**src/hw/rtl/cda_pkg.sv**
```systemverilog
// Shared constants, types and calendar functions for the date day adder.
`default_nettype none

package cda_pkg;

    localparam int YEAR_BITS  = 14;
    localparam int COUNT_BITS = 16;
    localparam int MONTH_BITS = 4;
    localparam int DAY_BITS   = 5;
    localparam int LEN_BITS   = 5;
    // year mod 400 fits in 9 bits
    localparam int YMOD_BITS  = 9;

    // restoring reduction of a loaded year by 400 << k, k high to low
    localparam int RED_STEPS = (YEAR_BITS > 9) ? YEAR_BITS - 8 : 1;
    localparam int DVS_BITS  = RED_STEPS + 8;
    localparam int CMP_BITS  = (DVS_BITS > YEAR_BITS) ? DVS_BITS : YEAR_BITS;
    localparam logic [DVS_BITS-1:0] DVS_INIT = DVS_BITS'(400 * (2 ** (RED_STEPS - 1)));
    localparam logic [DVS_BITS-1:0] DVS_LAST = DVS_BITS'(400);

    localparam logic [YEAR_BITS-1:0] RESET_YEAR = YEAR_BITS'(2000 % (2 ** YEAR_BITS));
    localparam logic [YMOD_BITS-1:0] RESET_YMOD =
        YMOD_BITS'((2000 % (2 ** YEAR_BITS)) % 400);

    localparam logic [YMOD_BITS-1:0] YMOD_LAST   = YMOD_BITS'(399);
    localparam logic [YMOD_BITS-1:0] YMOD_CENT1  = YMOD_BITS'(100);
    localparam logic [YMOD_BITS-1:0] YMOD_CENT2  = YMOD_BITS'(200);
    localparam logic [YMOD_BITS-1:0] YMOD_CENT3  = YMOD_BITS'(300);

    localparam logic [MONTH_BITS-1:0] MONTH_JAN = MONTH_BITS'(1);
    localparam logic [MONTH_BITS-1:0] MONTH_FEB = MONTH_BITS'(2);
    localparam logic [MONTH_BITS-1:0] MONTH_DEC = MONTH_BITS'(12);
    localparam logic [DAY_BITS-1:0]   DAY_FIRST = DAY_BITS'(1);

    localparam logic [LEN_BITS-1:0] FEB_LEAP = LEN_BITS'(29);
    localparam logic [LEN_BITS-1:0] FEB_NORM = LEN_BITS'(28);

    localparam logic [LEN_BITS-1:0] MONTH_LEN [12] = '{
        LEN_BITS'(31), LEN_BITS'(28), LEN_BITS'(31), LEN_BITS'(30),
        LEN_BITS'(31), LEN_BITS'(30), LEN_BITS'(31), LEN_BITS'(31),
        LEN_BITS'(30), LEN_BITS'(31), LEN_BITS'(30), LEN_BITS'(31)
    };

    typedef enum logic {
        CMD_LOAD = 1'b0,
        CMD_ADD  = 1'b1
    } t_cmd;

    typedef struct packed {
        logic                  cmd;
        logic [YEAR_BITS-1:0]  new_year;
        logic [MONTH_BITS-1:0] new_month;
        logic [DAY_BITS-1:0]   new_day;
        logic [COUNT_BITS-1:0] day_count;
    } t_in_item;

    // controller to datapath
    typedef struct packed {
        logic cap;
        logic red;
        logic chk;
        logic add;
        logic push;
    } t_dp_cmd;

    // datapath to controller
    typedef struct packed {
        logic red_last;
        logic add_last;
        logic out_free;
    } t_dp_sts;

    function automatic logic is_leap(input logic [YMOD_BITS-1:0] ymod);
        return ((ymod[1:0] == 2'b00) && (ymod != YMOD_CENT1) && (ymod != YMOD_CENT2)
                && (ymod != YMOD_CENT3)) || (ymod == '0);
    endfunction

    // zero for a month code outside 1..12
    function automatic logic [LEN_BITS-1:0] month_len(input logic leap,
                                                      input logic [MONTH_BITS-1:0] month);
        logic [MONTH_BITS-1:0] idx;
        idx = month - MONTH_JAN;
        if (month == MONTH_FEB) begin
            return leap ? FEB_LEAP : FEB_NORM;
        end else if (month >= MONTH_JAN && month <= MONTH_DEC) begin
            return MONTH_LEN[idx];
        end else begin
            return '0;
        end
    endfunction

endpackage

`default_nettype wire

```
**src/hw/rtl/cda_in_if.sv**
```systemverilog
// Command channel: valid/ready handshake with the command beat payload.
`default_nettype none

interface cda_in_if import cda_pkg::*; ();
    logic                  valid;
    logic                  ready;
    logic                  cmd;
    logic [YEAR_BITS-1:0]  new_year;
    logic [MONTH_BITS-1:0] new_month;
    logic [DAY_BITS-1:0]   new_day;
    logic [COUNT_BITS-1:0] day_count;

    modport source (output valid, cmd, new_year, new_month, new_day, day_count,
                    input ready);
    modport sink   (input valid, cmd, new_year, new_month, new_day, day_count,
                    output ready);
endinterface

`default_nettype wire

```
**src/hw/rtl/cda_res_if.sv**
```systemverilog
// Result channel: valid/ready handshake with the resulting date beat.
`default_nettype none

interface cda_res_if import cda_pkg::*; ();
    logic                  valid;
    logic                  ready;
    logic [YEAR_BITS-1:0]  cur_year;
    logic [MONTH_BITS-1:0] cur_month;
    logic [DAY_BITS-1:0]   cur_day;
    logic                  bad_date;

    modport source (output valid, cur_year, cur_month, cur_day, bad_date, input ready);
    modport sink   (input valid, cur_year, cur_month, cur_day, bad_date, output ready);
endinterface

`default_nettype wire

```
**src/hw/rtl/calendar_date_day_adder.sv**
```systemverilog
// Top level of the calendar date day adder: controller, datapath and checks.
//
//  channel  dir  modport  beat contents
//  i_in     in   sink     cmd, new_year, new_month, new_day, day_count
//  o_res    out  source   cur_year, cur_month, cur_day, bad_date
//
// Load: capture, reduction of the year mod 400 one bit a cycle, a load check,
// then the hand-off. Add: capture, one month per cycle through a single month
// stepper, the final in-month add, then the hand-off.
// Synchronous reset sets the date to 2000-01-01; no clearing pass.
// A result sits in the output register until taken; the next command is accepted
// meanwhile, and only its own hand-off waits on the register.
`default_nettype none

module calendar_date_day_adder import cda_pkg::*; (
    input  wire logic i_clk,
    input  wire logic i_rst_n,
    cda_in_if.sink    i_in,
    cda_res_if.source o_res
);

    t_dp_cmd  dp_cmd;
    t_dp_sts  dp_sts;
    t_in_item in_item;
    logic     in_ready;

    assign in_item.cmd       = i_in.cmd;
    assign in_item.new_year  = i_in.new_year;
    assign in_item.new_month = i_in.new_month;
    assign in_item.new_day   = i_in.new_day;
    assign in_item.day_count = i_in.day_count;
    assign i_in.ready        = in_ready;

    cda_ctrl u_ctrl (
        .i_clk      (i_clk),
        .i_rst_n    (i_rst_n),
        .i_in_valid (i_in.valid),
        .i_in_cmd   (i_in.cmd),
        .i_sts      (dp_sts),
        .o_in_ready (in_ready),
        .o_cmd      (dp_cmd)
    );

    cda_dp u_dp (
        .i_clk   (i_clk),
        .i_rst_n (i_rst_n),
        .i_cmd   (dp_cmd),
        .i_item  (in_item),
        .o_sts   (dp_sts),
        .o_res   (o_res)
    );

    // an accepted beat leaves the block busy in the following cycle
    a_accept_busy: assert property (@(posedge i_clk) disable iff (!i_rst_n)
        (i_in.valid && in_ready) |=> !in_ready)
        else $error("command accepted while still idle next cycle");

    // no datapath work while waiting for a command
    a_idle_quiet: assert property (@(posedge i_clk) disable iff (!i_rst_n)
        in_ready |-> !(dp_cmd.red || dp_cmd.chk || dp_cmd.add || dp_cmd.push))
        else $error("datapath step issued while idle");

    // every presented date has a month in 1..12 and a nonzero day
    a_date_range: assert property (@(posedge i_clk) disable iff (!i_rst_n)
        o_res.valid |-> (o_res.cur_month >= MONTH_JAN) && (o_res.cur_month <= MONTH_DEC)
                        && (o_res.cur_day != '0))
        else $error("result date out of range");

endmodule

`default_nettype wire

```
**src/hw/rtl/cda_ctrl.sv**
```systemverilog
// Controller state machine sequencing year reduction, load checks, month steps and result hand-off.
`default_nettype none

module cda_ctrl import cda_pkg::*; (
    input  wire logic    i_clk,
    input  wire logic    i_rst_n,
    input  wire logic    i_in_valid,
    input  wire logic    i_in_cmd,
    input  wire t_dp_sts i_sts,
    output logic         o_in_ready,
    output t_dp_cmd      o_cmd
);

    typedef enum logic [4:0] {
        S_IDLE = 5'b00001,
        S_RED  = 5'b00010,
        S_CHK  = 5'b00100,
        S_ADD  = 5'b01000,
        S_PUSH = 5'b10000
    } t_state;

    t_state r_state;
    t_state n_state;

    always_comb begin
        n_state = r_state;
        o_cmd   = '0;
        unique case (r_state)
            S_IDLE: begin
                if (i_in_valid) begin
                    o_cmd.cap = 1'b1;
                    n_state   = (i_in_cmd == CMD_ADD) ? S_ADD : S_RED;
                end
            end
            S_RED: begin
                o_cmd.red = 1'b1;
                if (i_sts.red_last) begin
                    n_state = S_CHK;
                end
            end
            S_CHK: begin
                o_cmd.chk = 1'b1;
                n_state   = S_PUSH;
            end
            S_ADD: begin
                o_cmd.add = 1'b1;
                if (i_sts.add_last) begin
                    n_state = S_PUSH;
                end
            end
            S_PUSH: begin
                if (i_sts.out_free) begin
                    o_cmd.push = 1'b1;
                    n_state    = S_IDLE;
                end
            end
            default: n_state = S_IDLE;
        endcase
    end

    always_ff @(posedge i_clk) begin
        if (!i_rst_n) begin
            r_state <= S_IDLE;
        end else begin
            r_state <= n_state;
        end
    end

    assign o_in_ready = (r_state == S_IDLE);

endmodule

`default_nettype wire

```
**src/hw/rtl/cda_dp.sv**
```systemverilog
// Datapath: date registers, year-mod-400 tracking, month stepper and result register.
`default_nettype none

module cda_dp import cda_pkg::*; (
    input  wire logic     i_clk,
    input  wire logic     i_rst_n,
    input  wire t_dp_cmd  i_cmd,
    input  wire t_in_item i_item,
    output t_dp_sts       o_sts,
    cda_res_if.source     o_res
);

    // current date; r_ymod follows r_year mod 400
    logic [YEAR_BITS-1:0]  r_year;
    logic [MONTH_BITS-1:0] r_month;
    logic [DAY_BITS-1:0]   r_day;
    logic [YMOD_BITS-1:0]  r_ymod;

    logic [COUNT_BITS-1:0] r_left;
    logic [YEAR_BITS-1:0]  r_ny;
    logic [MONTH_BITS-1:0] r_nm;
    logic [DAY_BITS-1:0]   r_nd;
    logic [CMP_BITS-1:0]   r_lmod;
    logic [DVS_BITS-1:0]   r_dvs;
    logic                  r_bad;

    logic                  r_out_valid;
    logic [YEAR_BITS-1:0]  r_out_year;
    logic [MONTH_BITS-1:0] r_out_month;
    logic [DAY_BITS-1:0]   r_out_day;
    logic                  r_out_bad;

    logic [LEN_BITS-1:0]   cur_len;
    logic [COUNT_BITS:0]   day_sum;
    logic                  add_fits;
    logic [LEN_BITS:0]     step_days;
    logic [CMP_BITS-1:0]   dvs_ext;
    logic                  red_ge;
    logic [YMOD_BITS-1:0]  ld_ymod;
    logic [LEN_BITS-1:0]   ld_len;
    logic                  ld_ok;
    logic                  year_top;

    assign cur_len   = month_len(is_leap(r_ymod), r_month);
    assign day_sum   = (COUNT_BITS+1)'(r_day) + (COUNT_BITS+1)'(r_left);
    assign add_fits  = day_sum <= (COUNT_BITS+1)'(cur_len);
    // days left in this month including today, i.e. the jump to the 1st of the next
    assign step_days = (LEN_BITS+1)'(cur_len) - (LEN_BITS+1)'(r_day) + (LEN_BITS+1)'(1);
    assign year_top  = (r_year == '1);

    assign dvs_ext = CMP_BITS'(r_dvs);
    assign red_ge  = r_lmod >= dvs_ext;

    assign ld_ymod = r_lmod[YMOD_BITS-1:0];
    assign ld_len  = month_len(is_leap(ld_ymod), r_nm);
    assign ld_ok   = (r_nm >= MONTH_JAN) && (r_nm <= MONTH_DEC) && (r_nd != '0)
                     && (r_nd <= DAY_BITS'(ld_len));

    always_ff @(posedge i_clk) begin
        if (!i_rst_n) begin
            r_year  <= RESET_YEAR;
            r_month <= MONTH_JAN;
            r_day   <= DAY_FIRST;
            r_ymod  <= RESET_YMOD;
        end else if (i_cmd.chk) begin
            if (ld_ok) begin
                r_year  <= r_ny;
                r_month <= r_nm;
                r_day   <= r_nd;
                r_ymod  <= ld_ymod;
            end
        end else if (i_cmd.add) begin
            if (add_fits) begin
                r_day <= DAY_BITS'(day_sum);
            end else begin
                r_day <= DAY_FIRST;
                if (r_month == MONTH_DEC) begin
                    r_month <= MONTH_JAN;
                    r_year  <= r_year + YEAR_BITS'(1);
                    // wrap of the year register lands on year 0, a multiple of 400
                    if (year_top || r_ymod == YMOD_LAST) begin
                        r_ymod <= '0;
                    end else begin
                        r_ymod <= r_ymod + YMOD_BITS'(1);
                    end
                end else begin
                    r_month <= r_month + MONTH_BITS'(1);
                end
            end
        end
    end

    always_ff @(posedge i_clk) begin
        if (i_cmd.cap) begin
            r_left <= i_item.day_count;
            r_ny   <= i_item.new_year;
            r_nm   <= i_item.new_month;
            r_nd   <= i_item.new_day;
            r_lmod <= CMP_BITS'(i_item.new_year);
            r_dvs  <= DVS_INIT;
            r_bad  <= 1'b0;
        end else begin
            if (i_cmd.add && !add_fits) begin
                r_left <= r_left - COUNT_BITS'(step_days);
            end
            if (i_cmd.red) begin
                if (red_ge) begin
                    r_lmod <= r_lmod - dvs_ext;
                end
                r_dvs <= r_dvs >> 1;
            end
            if (i_cmd.chk) begin
                r_bad <= !ld_ok;
            end
        end
    end

    always_ff @(posedge i_clk) begin
        if (!i_rst_n) begin
            r_out_valid <= 1'b0;
        end else if (i_cmd.push) begin
            r_out_valid <= 1'b1;
        end else if (o_res.ready) begin
            r_out_valid <= 1'b0;
        end
    end

    always_ff @(posedge i_clk) begin
        if (i_cmd.push) begin
            r_out_year  <= r_year;
            r_out_month <= r_month;
            r_out_day   <= r_day;
            r_out_bad   <= r_bad;
        end
    end

    assign o_sts.red_last = (r_dvs == DVS_LAST);
    assign o_sts.add_last = add_fits;
    assign o_sts.out_free = !r_out_valid || o_res.ready;

    assign o_res.valid     = r_out_valid;
    assign o_res.cur_year  = r_out_year;
    assign o_res.cur_month = r_out_month;
    assign o_res.cur_day   = r_out_day;
    assign o_res.bad_date  = r_out_bad;

endmodule

`default_nettype wire
```
**src/flat_wrapper.sv**
```systemverilog
// flat-port wrapper written by rule: the top's interface ports become plain ports
module calendar_date_day_adder_flat import cda_pkg::*;
  (i_clk, i_rst_n, i_in_valid, i_in_cmd, i_in_new_year, i_in_new_month, i_in_new_day, i_in_day_count, i_in_ready, o_res_valid, o_res_cur_year, o_res_cur_month, o_res_cur_day, o_res_bad_date, o_res_ready);
  cda_in_if i_in_i ();
  cda_res_if o_res_i ();
  input  wire logic i_clk;
  input  wire logic i_rst_n;
  input wire logic [$bits(i_in_i.valid)-1:0] i_in_valid;
  input wire logic [$bits(i_in_i.cmd)-1:0] i_in_cmd;
  input wire logic [$bits(i_in_i.new_year)-1:0] i_in_new_year;
  input wire logic [$bits(i_in_i.new_month)-1:0] i_in_new_month;
  input wire logic [$bits(i_in_i.new_day)-1:0] i_in_new_day;
  input wire logic [$bits(i_in_i.day_count)-1:0] i_in_day_count;
  output wire logic [$bits(i_in_i.ready)-1:0] i_in_ready;
  output wire logic [$bits(o_res_i.valid)-1:0] o_res_valid;
  output wire logic [$bits(o_res_i.cur_year)-1:0] o_res_cur_year;
  output wire logic [$bits(o_res_i.cur_month)-1:0] o_res_cur_month;
  output wire logic [$bits(o_res_i.cur_day)-1:0] o_res_cur_day;
  output wire logic [$bits(o_res_i.bad_date)-1:0] o_res_bad_date;
  input wire logic [$bits(o_res_i.ready)-1:0] o_res_ready;
  assign i_in_i.valid = i_in_valid;
  assign i_in_i.cmd = i_in_cmd;
  assign i_in_i.new_year = i_in_new_year;
  assign i_in_i.new_month = i_in_new_month;
  assign i_in_i.new_day = i_in_new_day;
  assign i_in_i.day_count = i_in_day_count;
  assign i_in_ready = i_in_i.ready;
  assign o_res_valid = o_res_i.valid;
  assign o_res_cur_year = o_res_i.cur_year;
  assign o_res_cur_month = o_res_i.cur_month;
  assign o_res_cur_day = o_res_i.cur_day;
  assign o_res_bad_date = o_res_i.bad_date;
  assign o_res_i.ready = o_res_ready;
  calendar_date_day_adder u_core (.i_clk(i_clk), .i_rst_n(i_rst_n), .i_in(i_in_i), .o_res(o_res_i));
endmodule
```
**config.mk**
```make
export PLATFORM = sky130hd
export DESIGN_NAME = calendar_date_day_adder_flat
export DESIGN_NICKNAME = d
export VERILOG_FILES = /design/src/hw/rtl/cda_pkg.sv /design/src/hw/rtl/cda_in_if.sv /design/src/hw/rtl/cda_res_if.sv /design/src/hw/rtl/calendar_date_day_adder.sv /design/src/hw/rtl/cda_ctrl.sv /design/src/hw/rtl/cda_dp.sv /design/src/flat_wrapper.sv
export SDC_FILE = /design/constraint.sdc
export NUM_CORES = 1
export LEC_CHECK = 0
export ABC_AREA = 1
export BUFFER_PORTS_ARGS = -buffer_cell sky130_fd_sc_hd__buf_2
export CORE_MARGIN = 5
export CORE_UTILIZATION = 26
export CTS_BUF_LIST = sky130_fd_sc_hd__clkbuf_8
export DETAILED_ROUTE_END_ITERATION = 16
export GPL_TIMING_DRIVEN = 0
export MAX_ROUTING_LAYER = met4
export PLACE_DENSITY = 0.4
export SYNTH_ARGS = -nofsm -noshare
export SYNTH_HDL_FRONTEND = slang
export SYNTH_SLANG_ARGS = --single-unit
```
**constraint.sdc**
```tcl
create_clock -name i_clk -period 4.8 [get_ports i_clk]
set_input_delay 0 -clock i_clk [delete_from_list [all_inputs] [get_ports i_clk]]
set_output_delay 0 -clock i_clk [all_outputs]
set_load 0.01 [all_outputs]
```
; After elaboration in Yosys (flattened, before gate mapping)
; Memories as Yosys holds them, arrays and structs flattened.
; Index checks and enable logic that the tools add are counted.
[word_totals]
register_bits = 130
rom_bits = 160
inputBits = 44
output_inout_bits = 26
memories = 2
[mem_list]
columns = memory, depth, width, read_ports, rd_ports_with_merged_regs, wr, line_no
row1 = (name not given), 16, 5, 1, 0, 0, cda_pkg.sv:86  ; return MONTH_LEN[idx];
row2 = (name not given), 16, 5, 1, 0, 0, cda_pkg.sv:86
[op_classes]
add_sub_neg = 10
magnitude_cmp = 9
n_eq_ne = 23
mux = 50
bitwise = 2
reduce_logical = 34
[ops]
columns = operator, n
row1 = $mux W14, 8
row2 = $mux W5, 16
row3 = $mux W9, 6
row4 = $mux W16, 2
row5 = $pmux W5 S5, 1
row6 = $mux W4, 6
row7 = $logic_not A9 Y1, 2
row8 = $ne A9 B7 Y1 const B, 2
row9 = $ne A9 B8 Y1 const B, 2
row10 = $ne A9 B9 Y1 const B, 2
row11 = $add A5 B16 Y17, 1
row12 = $le A17 B5 Y1, 1
row13 = $sub A16 B6 Y16, 1
row14 = $add A14 B1 Y14 const B, 1
row15 = $eq A14 B14 Y1 const B, 1
row16 = $eq A14 B9 Y1 const B, 1
row17 = $ge A14 B14 Y1, 1
row18 = $sub A14 B14 Y14, 1
row19 = $reduce_bool A2 Y1, 6
row20 = $logic_and A1 B1 Y1, 11
row21 = $mux W1, 11
row22 = $ge A5 B5 Y1 const B, 2
row23 = $not A4 Y5, 2
row24 = $add A9 B1 Y9 const B, 1
row25 = 24 further kinds, 40

; Depth between registers and ports, before layout
[logic_depth]
depth_word = 12
ltp_mapped = 24

; Hierarchy
; Synthesis repeated with hierarchy kept, for this count alone.
[unflattened]
hier_cells = 1034
area_unflattened_um2 = 8135.3
[modules_own_cells]
columns = module, n_inst, cells_each, area_per_inst_um2
row1 = cda_dp, 1, 976, 7772.5
row2 = cda_ctrl, 1, 58, 362.8

; Worst setup path after synthesis
; Ideal clock, no wire load.
[synth_path]
path_type = register to register
from = reg u_core.u_dp.r_month[0]
to = reg u_core.u_dp.r_left[12] (data pin)
setup_time_ps = 259
t_arrival_ps = 3702
t_required_ps = 4541
setup_slack_ps = 839
stages_incl_launch_ff = 22
path_buffers = 0
synth_period_minus_slack_ps = 3961
path_cell_list = dfxtp_1 -> inv_1 -> ha_1 -> xor2_1 -> o21ai_0 -> nand2_1 -> a32o_1 -> ha_1 -> ha_1 -> fa_1 -> xnor2_1 -> ha_1 -> nand3_1 -> nand3_1 -> nand2_1 -> a21oi_1 -> nor2_1 -> nand2_1 -> nor3_1 -> nand2_1 -> a21oi_1 -> a21oi_1
[synth_via]
elab_chain_cells = 12
word_cells_on_any_way = 16
cone_classes = add/sub: 4 / order compare: 2 / eq/ne: 1 / mux: 6 / bitwise: 1 / reduce/logical: 1 / memory: 1
[synth_lines]
columns = item, line_no
row1 = start: declaration, cda_dp.sv:15  ; logic [MONTH_BITS-1:0] r_month;
row2 = start signal: assignment, cda_dp.sv:68  ; r_month <= r_nm;
row3 = start signal: assignment, cda_dp.sv:87  ; r_month <= r_month + MONTH_BITS'(1);
row4 = $sub A4 B1 Y4, cda_pkg.sv:82  ; idx = month - MONTH_JAN;
row5 = $not A4 Y5 (not written as such), cda_pkg.sv:86
row6 = $mem_v2 Z16 W5, -
row7 = $mux W5 (not written as such) (2 in a row), cda_pkg.sv:86
row8 = $mux W5, cda_pkg.sv:85  ; end else if (month >= MONTH_JAN && month <= MONTH_DEC) begin
row9 = $mux W5 *, cda_pkg.sv:83  ; if (month == MONTH_FEB) begin
row10 = $sub A5 B5 Y6 *, cda_dp.sv:48  ; assign step_days = (LEN_BITS+1)'(cur_len) - (LEN_BITS+1)'(r_day) + (LEN_BITS+1)'(1);
row11 = $add A6 B1 Y6 *, cda_dp.sv:48
row12 = $sub A16 B6 Y16 *, cda_dp.sv:104  ; r_left <= r_left - COUNT_BITS'(step_days);
row13 = $mux W16 *, cda_dp.sv:103  ; if (i_cmd.add && !add_fits) begin
row14 = $mux W16 *, cda_dp.sv:94  ; if (i_cmd.cap) begin
row15 = end signal: assignment, cda_dp.sv:95  ; r_left <= i_item.day_count;
row16 = end signal: assignment, cda_dp.sv:104
row17 = end: declaration, cda_dp.sv:19  ; logic [COUNT_BITS-1:0] r_left;
; Mark *: on every way between the ends. The rest lies on a longest branch, timed or not. The select of a mux whose other input is x is not followed.
; A chain may end at the register's enable or synchronous reset.

; Worst setup path in the final report
[layout_path]
from = reg u_core.u_dp.r_month[1]
to = reg u_core.u_dp.r_left[13] (data pin)
; The elaborated chain is that of the path after synthesis.

==> implementation parameters <==
Parameter                              Value

Power
  VDD IR-drop max    0.000147 V
  Total power per unit cell area    397 nW/um^2
  Power, Total    3.84 mW
  Leak pwr    4.25 nW

Clock network
  Count of clock tree sinks    130
  Number of buffers added by the clock tree synthesis step    17
  H-tree Lvls    4
  Clock tree from TritonCTS    built
  Number of buffers on the longest clock path    2
  Master cell of the clock root buffer    clkbuf_8
  Source-to-sink clock delay at the later pin of the worst-skew pair    450 ps
  Reg clk slew, reported paths    90 ps

Detailed routing
  Number of design-rule violations left by the first detailed-router iteration    364
  Remaining antenna violation count    0
  Routed wire length    23800 um
  Post-route DRC    0
  Total number of vias    6945
  Vias per Instance    4.48
  Average routed wire per standard cell    15.3 um
  Routed length on met2    10900 um
  Routed metal-1 wirelength    12000 um
  Detailed Routing Iterations Pass 1    5
  Topmost layer with routed signal wires    met4
  Met3 layer wire length in the routed design    699 um

Layout
  Area taken by flip-flops and latches    3370 um^2
  Layout-stage area growth over the synthesis result    21.6%
  Final nets    1241
  Final core area utilization    31.8%
  Count of filler cells inserted in the layout    3306
  Final non-filler cell area    9670 um^2
  Commonest non-fill, non-tap cell in the layout    nand2_1
  Area taken by multi-input logic gates    3980 um^2
  Count of antenna diodes in the layout    0
  Commonest cells after routing, fill and taps aside    nand2_1, inv_1, nor2_1
  Fraction of final layout cells sized beyond drive strength 1    11.7%

Die
  Number of core rows    64
  Die Y-Extent    185 um
  Die area    34200 um^2
  Core Region    30400 um^2
  Starting Density    26.1%
  Number of I/O pins    70
  Width of the die    185 um

Synthesis
  Dominant synthesized flop cell    edfxtp_1
  Warnings, synthesis    0
  Yosys cell types    46
  Number of storage elements in the synthesis netlist    130
  Avg Cell Area, Syn    7.88 um^2
  Post-synth EDFFs    77
  Total nets after synthesis    1109
  Netlist area before placement    7950 um^2
  Asr flop ratio synth    0%
  Sequential fraction of the synthesis area    42.4%
  Synthesized netlist cell count    1009

STA
  Max frequency    0.228 GHz
  Max-slew violation count    0
  Unrepaired setup endpoints after global routing    no
  Final Setup Violations    0
  Worst setup skew after layout    11.8 ps
  Relative slew slack    45.4%
  Final Worst Setup Slack    414 ps
  Fraction of the cycle the final worst path needs    91.4%
  Post-route minimum period    4390 ps
  Slew @ Worst Pin    816 ps
  Hold Vio Cnt, Final    0

Placement
  Total placed instance area    8830 um^2
  Last weighted congestion value of the routability-driven placer    0.827
  Half-perimeter wire length of the detailed placement result    18600 um
  DP Worst Slack    -21.5 ps
  Buffers added on ports    68

Global route
  Number of antenna violations at the first check in global routing    0
  First-pass GRT wire length    38100 um
  Number of global-route vias before repair    6824
  Total global-route track usage    14.7%
  Grt total ovfl    0
  Maximum number of pins on one net before global-route repair    30

Critical path
  Worst endpoint required time    5010 ps
  Startpoint type of the worst setup path    register
  Crit path capture type    register
  Worst-path fanout max    6
  Endpoint arrival time on the critical path    4600 ps
  Setup CP Type    reg2reg

Status
  Outcome    finished clean

Job
  Max-capacitance violation count    0

Min path
  Hold/Removal Path Class    in2reg
[cell type report]
class / instances / share of cell area [%]
Clock inverter: 15 / 1.71
Multi-Input combinational cell: 724 / 41.2
Tap cell: 396 / 5.12
Inverter: 126 / 4.89
Buffer: 29 / 1.44
Timing Repair Buffer: 113 / 8.33
Sequential cell: 130 / 34.9
Clock buffer: 17 / 2.42
[routing by layer]
layer  global-route usage (%)  vias to the layer above
li1                         -                     3658
met1                     19.9                     3177
met2                     23.6                      102
met3                     2.42                        8
met4                     2.32                        0
met5                        -                        -
[stage by stage]
stage          std cells  TNS (ps)  hold slack, ps
3_3_place_gp        1473         0             180
4_1_cts             1550         0             226
3_5_place_dp        1475     -21.5             180
6_report            1550         0             271
5_1_grt             1550         0             237
2_1_floorplan       1009         0            98.9
[final timing paths]
path	to	slack, ps	start	cells after the start
worst max-delay path	u_core.u_dp.r_left[13]	410	u_core.u_dp.r_month[1]	23
worst min-delay path	u_core.u_dp.r_nm[2]	270	i_in_new_month[2]	2
worst max register to register	u_core.u_dp.r_left[13]	410	u_core.u_dp.r_month[1]	23
worst min register to register	u_core.u_dp.o_res.cur_month[2]	440	u_core.u_dp.r_month[2]	0
[what timing repair did]
| action | CTS | global route |
|---|---|---|
| hold buffers | 43 | 0 |
| gates cloned | 0 | 0 |
| setup endpoints to repair | 1 | 5 |
| resized for setup | 1 | 2 |
| buffers inserted | 0 | 0 |
| hold endpoints to repair | 60 | 0 |
[cell families (layout without fill, tap and decap cells)]
family	count (synthesis)	in the layout	share of synthesized area [%]
buffers and inverters	155	300	7.68
adder cells (fa/ha/maj)	56	56	9.19
XOR/XNOR	33	33	3.63
AND/OR/NAND/NOR	469	469	25.7
AO/OA/AOI/OAI	166	166	11.4
flip-flops	130	130	42.4
[worst max-delay path, cell delays in order, from the launching register on]
cell and delay (ps):
dfxtp_1 460, inv_1 130, ha_1 230, nand3b_1 90, o21ai_0 120, a21oi_1 180, o21ai_0 180, ha_1 310
inv_1 40, ha_1 210, fa_1 490, inv_1 40, ha_1 320, a21oi_1 160, nand2_1 90, nand2_1 80
nand2_1 60, a21oi_1 220, o21a_1 230, nand3_1 130, inv_1 140, nand3_1 90, nand3_1 100, nand2_1 60
[flip-flops by register name (all words and copies together), names as in the netlist]
register,cells
u_core.u_dp.r_ymod,9
u_core.u_dp.r_ny,14
u_core.u_dp.r_left,16
u_core.u_dp.r_nd,5
u_core.u_dp.o_res.cur_month,4
u_core.u_dp.dvs_ext,14
u_core.u_dp.r_day,5
u_core.u_dp.r_month,4
u_core.u_dp.o_res.valid,1
u_core.u_dp.r_nm,4
u_core.u_dp.r_bad,1
u_core.u_dp.o_res.bad_date,1
u_core.u_dp.r_lmod,14
u_core.u_dp.r_year,14
u_core.u_dp.o_res.cur_year,14
u_core.u_dp.o_res.cur_day,5
u_core.u_ctrl.r_state,5
[synth_stat cells, types with 4 or more instances]
cell / instances / area [um^2]
nand2_1: 241 / 905
dfxtp_1: 53 / 1060
o211ai_1: 5 / 37.5
nor3_1: 17 / 85.1
clkbuf_1: 22 / 82.6
inv_2: 7 / 26.3
nor4_1: 6 / 37.5
nor2_1: 92 / 345
o21ai_0: 72 / 360
xor2_1: 24 / 210
nand3b_1: 5 / 37.5
ha_1: 52 / 651
a21oi_1: 61 / 305
a31oi_1: 10 / 62.6
edfxtp_1: 77 / 2310
nand3_1: 64 / 320
nand4_1: 26 / 163
fa_1: 4 / 80.1
inv_1: 119 / 447
xnor2_1: 9 / 78.8
[report_power, final]
part	switching [mW]	internal [mW]
combinational	0.847	0.484
clock	0.524	0.437
sequential	0.139	1.41
total	1.51	2.33
Note: power is estimated with default switching activity, not from simulation.
